<file path="src/rtl/assert_macros.svh">
// Assertion macros shared by the mixer RTL.
`ifndef ASSERT_MACROS_SVH
`define ASSERT_MACROS_SVH
// Implication checked at every rising clock edge outside reset.
`define ASSERT_IMPL(label, clk_s, rst_s, ante, cons) \
    label: assert property (@(posedge clk_s) disable iff (!rst_s) (ante) |-> (cons)) \
        else $error("assertion failed");
// Next-cycle implication checked outside reset.
`define ASSERT_NEXT(label, clk_s, rst_s, ante, cons) \
    label: assert property (@(posedge clk_s) disable iff (!rst_s) (ante) |=> (cons)) \
        else $error("assertion failed");
`endif

</file>
<file path="src/rtl/mvsm_ram.sv">
// Generic single-port-write, registered-read RAM.
`default_nettype none
module mvsm_ram #(
    parameter int WIDTH = 16,
    parameter int DEPTH = 32
) (
    input  wire logic                     clk,
    input  wire logic                     we,
    input  wire logic [$clog2(DEPTH)-1:0] waddr,
    input  wire logic [WIDTH-1:0]         wdata,
    input  wire logic [$clog2(DEPTH)-1:0] raddr,
    output logic      [WIDTH-1:0]         rdata
);
    logic [WIDTH-1:0] mem [DEPTH];

    always_ff @(posedge clk)
    begin
        if (we)
        begin
            mem[waddr] <= wdata;
        end
        rdata <= mem[raddr];
    end
endmodule
`default_nettype wire

</file>
<file path="config.mk">
export PLATFORM = sky130hd
export DESIGN_NAME = mvsm_ram
export DESIGN_NICKNAME = d
export VERILOG_FILES = /design/src/rtl/assert_macros.svh /design/src/rtl/mvsm_ram.sv
export SDC_FILE = /design/constraint.sdc
export NUM_CORES = 1
export LEC_CHECK = 0
export ABC_AREA = 1
export BUFFER_PORTS_ARGS = -buffer_cell sky130_fd_sc_hd__buf_2
export CAP_MARGIN = 40
export CORE_MARGIN = 2
export CORE_UTILIZATION = 40
export CTS_CLUSTER_DIAMETER = 30
export CTS_CLUSTER_SIZE = 14
export DETAILED_ROUTE_END_ITERATION = 6
export SLEW_MARGIN = 20
export SYNTH_ARGS = -nofsm -noshare
export SYNTH_HDL_FRONTEND = slang
export SYNTH_SLANG_ARGS = --single-unit
</file>
<file path="constraint.sdc">
create_clock -name clk -period 2.8 [get_ports clk]
set_clock_uncertainty 0.2 [all_clocks]
set_input_delay 0.28 -clock clk [delete_from_list [all_inputs] [get_ports clk]]
set_output_delay 0.28 -clock clk [all_outputs]
set_load 0.02 [all_outputs]
</file>
**Word-level counts from Yosys, hierarchy flattened**

Memories as Yosys holds them, arrays and structs flattened. A register that Yosys moved wholly into a read port is not among the register bits.
Index checks and enable logic that the tools add are counted.

- Bits in registers: 0
- RAM bits: 512
- Input bits: 28
- Logic and storage cells: 3
- Memories: 1

- Multiplexer cells: 2

Memories:

| memory | words | width | rd ports | clocked after Yosys merged registers in | write ports | line | RTL |
|---|---|---|---|---|---|---|---|
| mem | 32 | 16 | 1 | 1 | 1 | mvsm_ram.sv:14 | `logic [WIDTH-1:0] mem [DEPTH];` |

Operator list:

| operator | number |
|---|---|
| $mux W1 | 2 |

**Depth between registers and ports, before layout**

Gate-level depths: netlist (run 1).

- Depth after elaboration: 2
- Gate-level depth with buffers: 12
- Gate-level depth less buffers: 9

**Least setup slack after synthesis (run 1)**

Ideal clock, no wire load.

- Path type: input to register
- From: input port waddr[0]
- To: memory mem[0][0] (enable)
- Setup time: 0.388 ns
- Arrival: 1.274 ns
- Data required time: 2.212 ns
- Slack: 0.937 ns
- Cell stages on the path: 3
- Cell sequence: inv_1 > nand3_1 > nor2_1

RTL lines:

| what | line | RTL |
|---|---|---|
| from (decl) | mvsm_ram.sv:9 | `input wire logic [$clog2(DEPTH)-1:0] waddr,` |
| to (decl) | mvsm_ram.sv:14 |  |

No word-level cell before the write port.

**Worst setup path in the final report (run 1)**

- From: register rdata[6] (read register of mem)
- To: output port rdata[6]

RTL lines:

| what | line | RTL |
|---|---|---|
| from (decl) | mvsm_ram.sv:12 | `output logic [WIDTH-1:0] rdata` |

No word-level cell between the ends.

==> results.yml, run 1 <==
floorplanning:
  start_util_pct: 40.5
  num_rows: 84
  fp.dieArea_mm2: 0.0551
  boundaryPins: 44
  fp.dieW_um: 235
  core_area_mm2: 0.0527
  die_y_um: 235
clock_network:
  insertion_delay_ns: 0.64
  tritoncts: "yes"
  root_buffer: "clkbuf_16"
  cts_sinks: 528
  ctsHtreeMaxLevel: 3
  post_cts_buffers: 0
  ctsResizeCount: 0
  cts_buffers: 109
  cts.clk_slew.worst_paths_ns: 0.04
  clk_path_buf_depth: 3
  ctsHoldBuffers: 2
final_layout:
  layout_commonest_cell: "nand2_1"
  layout.nets: 1922
  post-route-util_pct: 49.3
  final_cells: 2679
  areaGrowthSynthToFinish_pct: 21.8
  nFillCells: 4504
  most-common-layout-cells: "nand2_1, edfxtp_1, nand3_1"
  drive_gt1_share_pct: 14.5
synthesis:
  syn_inst: 1794
  ys_ff_latch: 528
  netlist_area_mm2: 0.0213
  syn_nets: 1822
  ys_warn_count: 0
  yosysUniqueCellTypes: 15
  syn_avg_cell_area_um2: 11.9
  yosysSeqAreaShare_pct: 73.7
timing:
  finalSetupViolCount: 0
  drv_slew: 0
  min_period_over_period_pct: 66.5
  rsz0062_at_grt: "no"
  max-slew-margin-rel_pct: 47.4
  max_freq_ghz: 0.537
  hold_viol: 0
  tightest_slew_ns: 0.789
  setup_tns_ns: 0
  holdWs_ns: 0.0193
  min_period_ns: 1.86
setup_path:
  ff2ff_setup_slack_ns: 1.32
  critPathArrivalTime_ns: 1.38
  critPathKind: "reg -> out"
  path_cells: "buf_2"
  crit_fanout: 1
  path_buf_inv: 1
  slowest_delay_ns: 0.50
  required_ns: 2.32
  critPathLaunchType: "register"
  critPathTopFamily: "flip-flops"
  end_kind: "output pin"
  slowest_stage: "dfxtp_1"
route:
  drtIter0Drc: 1472
  drc: 0
  routed_wl_um: 56700
  wl_per_cell_um: 21.2
  postRouteAntennaNets: 0
  avgViaCountPerCell: 5.29
  first_pass_iters: 5
  vias: 14200
placed_design:
  gp_congestion: 0.822
  dpl.hpwl_um: 30100
  dp_cells: 2469
  io_buffers: 43
power_and_ir_drop:
  p_sw_mw: 4.95
  total_power_mw: 22.7
  p_leak_nw: 9.76
  p_comb_share_pct: 4.8
  p_clk_share_pct: 56.2
  seqPwrFrac_pct: 39.1
  pwr_density_cell_mw_per_mm2: 874
  internal-power_mw: 17.7
  swShare_pct: 21.8
  vdd_ir_drop_max_v: 0.000441
global_route:
  grt_pass1_vias: 13800
  grt_max_degree: 116
  grt_usage_pct: 20.4
  grt_overflow: 0
  grt_antenna_before_repair: 6
  grt_first_pass_wirelength_um: 85200
min_path:
  hold_class: "in -> reg"
status:
  status: "finished, final reports clean"
job:
  max_cap_viol_count: 0
==> power groups by stage <==
stage               clock (mW)  sequential [mW]  combinational (mW)
finish                    12.7             8.86                1.08
floorplan                    0             9.01               0.610
global placement             0             9.00                1.06
CTS                       12.9             8.86                1.08
global route              13.3             8.86                1.19
detailed placement           0             9.00                1.08
==> logic make-up (layout without fill, tap and decap cells) <==
| group | after synthesis | after routing | synth area share [%] |
|---|---|---|---|
| buffers and inverters | 118 | 314 | 3.77 |
| flip-flops | 528 | 528 | 73.7 |
| AND/OR/NAND/NOR | 1148 | 1148 | 22.6 |
| other | 0 | 1 | 0 |
==> area by class of cell <==
cell class	count	area, µm²	share of cell area, %
diodes	1	2.50	0.00964
clock buffers	136	2960	11.4
clock inverters	71	757	2.92
inverters	10	47.5	0.183
multi-input cells	1148	4840	18.6
flip-flops and latches	528	15700	60.5
well taps	688	861	3.32
repair buffers	97	787	3.03
==> sequential cells by signal (all words and copies together) (netlist names) <==
| register | count |
|---|---|
| rdata | 16 |
| mem | 512 |
==> metrics by stage <==
stage               area (µm²)  setup slack (ns)
floorplan                21300             0.937
global placement         22200             0.506
detailed placement       22200             0.486
CTS                      25900             0.968
global route             26000             0.951
finish                   26000             0.938
==> path summary, 6_finish.rpt <==
check | startpoint | end | depth (start not counted)
max | rdata[6] | rdata[6] | 1
min | wdata[7] | mem[12][7] | 1
max reg2reg | mem[7][12] | rdata[12] | 8
min reg2reg | mem[6][9] | rdata[9] | 8
==> cell usage after synthesis <==
library cell / number / share of area (%)
buf_1: 2 / 0.035
buf_12: 1 / 0.094
nand3_1: 396 / 9.3
dfxtp_1: 16 / 1.5
inv_6: 1 / 0.041
nand2_1: 720 / 13
nor2_1: 32 / 0.56
buf_8: 1 / 0.070
buf_6: 24 / 1.3
clkbuf_1: 19 / 0.33
edfxtp_1: 512 / 72
buf_2: 33 / 0.78
inv_1: 8 / 0.14
inv_2: 1 / 0.018
buf_4: 28 / 0.99
==> metal layers <==
| layer | global-route usage, % | up-vias | part of all wire [%] |
|---|---|---|---|
| met4 | 6.21 | 6 | 2.3 |
| li1 | - | 6503 | - |
| met2 | 31.2 | 581 | 46 |
| met1 | 29.0 | 6988 | 44 |
| met5 | 0 | - | 0.076 |
| met3 | 4.92 | 98 | 8.2 |
No activity file was read; power rests on OpenSTA's default activity.
==> inputs of run 2 (changes only) <==
Clock period 2.8 ns to 1.9 ns, I/O delays scaled along.
==> results.yml, run 2 (synthesis gave the netlist of run 1 again) <==
final_layout:
  stdcell_area_mm2: 0.0269
  final_cells: 2721
  most-common-layout-cells: "nand2_1, edfxtp_1, nand3_1"
  post-route-util_pct: 51.1
  nFillCells: 4455
  seqCellArea_mm2: 0.0157
  largest_reg_flops: 512
  layout_commonest_cell: "nand2_1"
  layout.nets: 1972
  regMostFlops: "mem"
  num_antenna_cells: 0
  drive_gt1_share_pct: 15.7
  top_regs: "mem (512), rdata (16)"
  areaGrowthSynthToFinish_pct: 26.4
  multi_input_area_mm2: 0.00484
job:
  max_cap_viol_count: 0
setup_path:
  slowest_delay_ns: 0.46
  critPathTopFamily: "flip-flops"
  startpoint: "rdata[6]"
  slowest_stage: "dfxtp_1"
  critPathArrivalTime_ns: 1.34
  end_kind: "output pin"
  path_depth: 1
  path_cells: "buf_2"
  ff2ff_setup_slack_ns: 0.39
  critPathCapture: "rdata[6]"
  r2r-end: "rdata[2]"
  regToRegStartpoint: "mem[13][2]"
  reg2regPathDepth: 8
  crit_fanout: 1
  critPathKind: "reg -> out"
  path_buf_inv: 1
  critPathLaunchType: "register"
  required_ns: 1.51
floorplanning:
  start_util_pct: 40.5
  fp.dieW_um: 235
  boundaryPins: 44
  die_y_um: 235
  num_rows: 84
  fp.dieArea_mm2: 0.0551
  core_area_mm2: 0.0527
route:
  routed_wl_um: 58000
  first_pass_iters: 5
  drtIter0Drc: 1360
  avgViaCountPerCell: 5.31
  vias: 14500
  wl_per_cell_um: 21.3
  postRouteAntennaNets: 0
  drc: 0
clock_network:
  post_cts_buffers: 0
  insertion_delay_ns: 0.64
  cts.clk_slew.worst_paths_ns: 0.05
  cts_buffers: 104
  root_buffer: "clkbuf_16"
  ctsHtreeMaxLevel: 3
  clk_path_buf_depth: 3
  tritoncts: "yes"
  cts_sinks: 528
min_path:
  hold_class: "in -> reg"
power_and_ir_drop:
  p_leak_nw: 10.1
  vdd_ir_drop_max_v: 0.000695
  p_sw_mw: 7.30
  seqPwrFrac_pct: 38.7
  p_comb_share_pct: 5.2
  internal-power_mw: 26.4
  p_clk_share_pct: 56.0
  swShare_pct: 21.6
  pwr_density_cell_mw_per_mm2: 1250
  total_power_mw: 33.7
timing:
  min_period_over_period_pct: 91.1
  drv_slew: 0
  tightest_slew_ns: 0.774
  rsz0062_at_grt: "no"
  max-slew-margin-rel_pct: 48.3
  hold_viol: 0
  holdWs_ns: 0.0499
  max_freq_ghz: 0.578
  finalSetupViolCount: 0
  min_period_ns: 1.73
placed_design:
  dp_cells: 2506
  dpl_cell_area_mm2: 0.0230
  io_buffers: 43
  dpl.hpwl_um: 32400
  gp_congestion: 0.817
status:
  status: "finished, final reports clean"
global_route:
  grt_antenna_before_repair: 4
  grt_pass1_vias: 14200
  grt_overflow: 0
  grt_first_pass_wirelength_um: 87900
  grt_usage_pct: 21.2
  grt_max_degree: 66
run 2: changes by cell type in the layout (fill, tap and decap cells not counted), sizes merged:
cell	before	now
diode	1	0
buf	94	131
dlygate4sd3	2	20
inv	16	18
clkbuf	137	121
clkinv	43	38
bufinv	13	20
run 2: stage by stage:
stage | setup TNS, ns | setup WS, ns
2_1_floorplan | 0 | 0.127
3_3_place_gp | -0.0361 | -0.0285
3_5_place_dp | -0.0333 | -0.0243
4_1_cts | 0 | 0.0332
5_1_grt | 0 | 0.135
6_report | 0 | 0.169
run 2: timing repair:
item / 4_1_cts / 5_1_grt
endpoints found under the hold margin: 529 / 0
hold buffers: 21 / 0
setup endpoints to repair: 0 / 1
resized for setup: 0 / 1
run 2: power groups by stage:
stage | logic, mW | registers, mW | clock network (mW)
2_1_floorplan | 0.900 | 13.3 | 0
3_3_place_gp | 1.71 | 13.3 | 0
3_5_place_dp | 1.72 | 13.3 | 0
4_1_cts | 1.77 | 13.1 | 19.1
5_1_grt | 1.93 | 13.1 | 19.7
6_report | 1.77 | 13.1 | 18.9
run 2: routing by layer:
layer | GRT usage (%) | vias to the layer above | routed length (µm)
met4 | 6.92 | 6 | 1450
met2 | 32.3 | 620 | 26300
met3 | 5.10 | 101 | 5220
met5 | 0 | - | 35
met1 | 29.9 | 7132 | 25000
li1 | - | 6601 | -
run 2: final cells by class:
cell class                      instances  area share [%]
Clock buffer                          120            10.0
Timing Repair Buffer                  152            6.67
Inverter                               10           0.177
Clock inverter                         75            3.65
Multi-Input combinational cell       1148            18.0
Tap cell                              688            3.20
Sequential cell                       528            58.3
run 2: worst min-delay path by stage:
| stage | start | endpoint | slack [ns] | depth (start not counted) |
|---|---|---|---|---|
| 6_report | waddr[4] | mem[13][1] | 0.05 | 4 |
| 5_1_grt | waddr[0] | mem[13][1] | 0.05 | 4 |
| 4_1_cts | waddr[4] | mem[13][1] | 0.008 | 4 |
| 3_5_place_dp | rdata[1] | rdata[1] | 0.40 | 1 |
| 3_3_place_gp | rdata[1] | rdata[1] | 0.41 | 1 |
| 2_1_floorplan | wdata[0] | mem[0][0] | 0.09 | 0 |
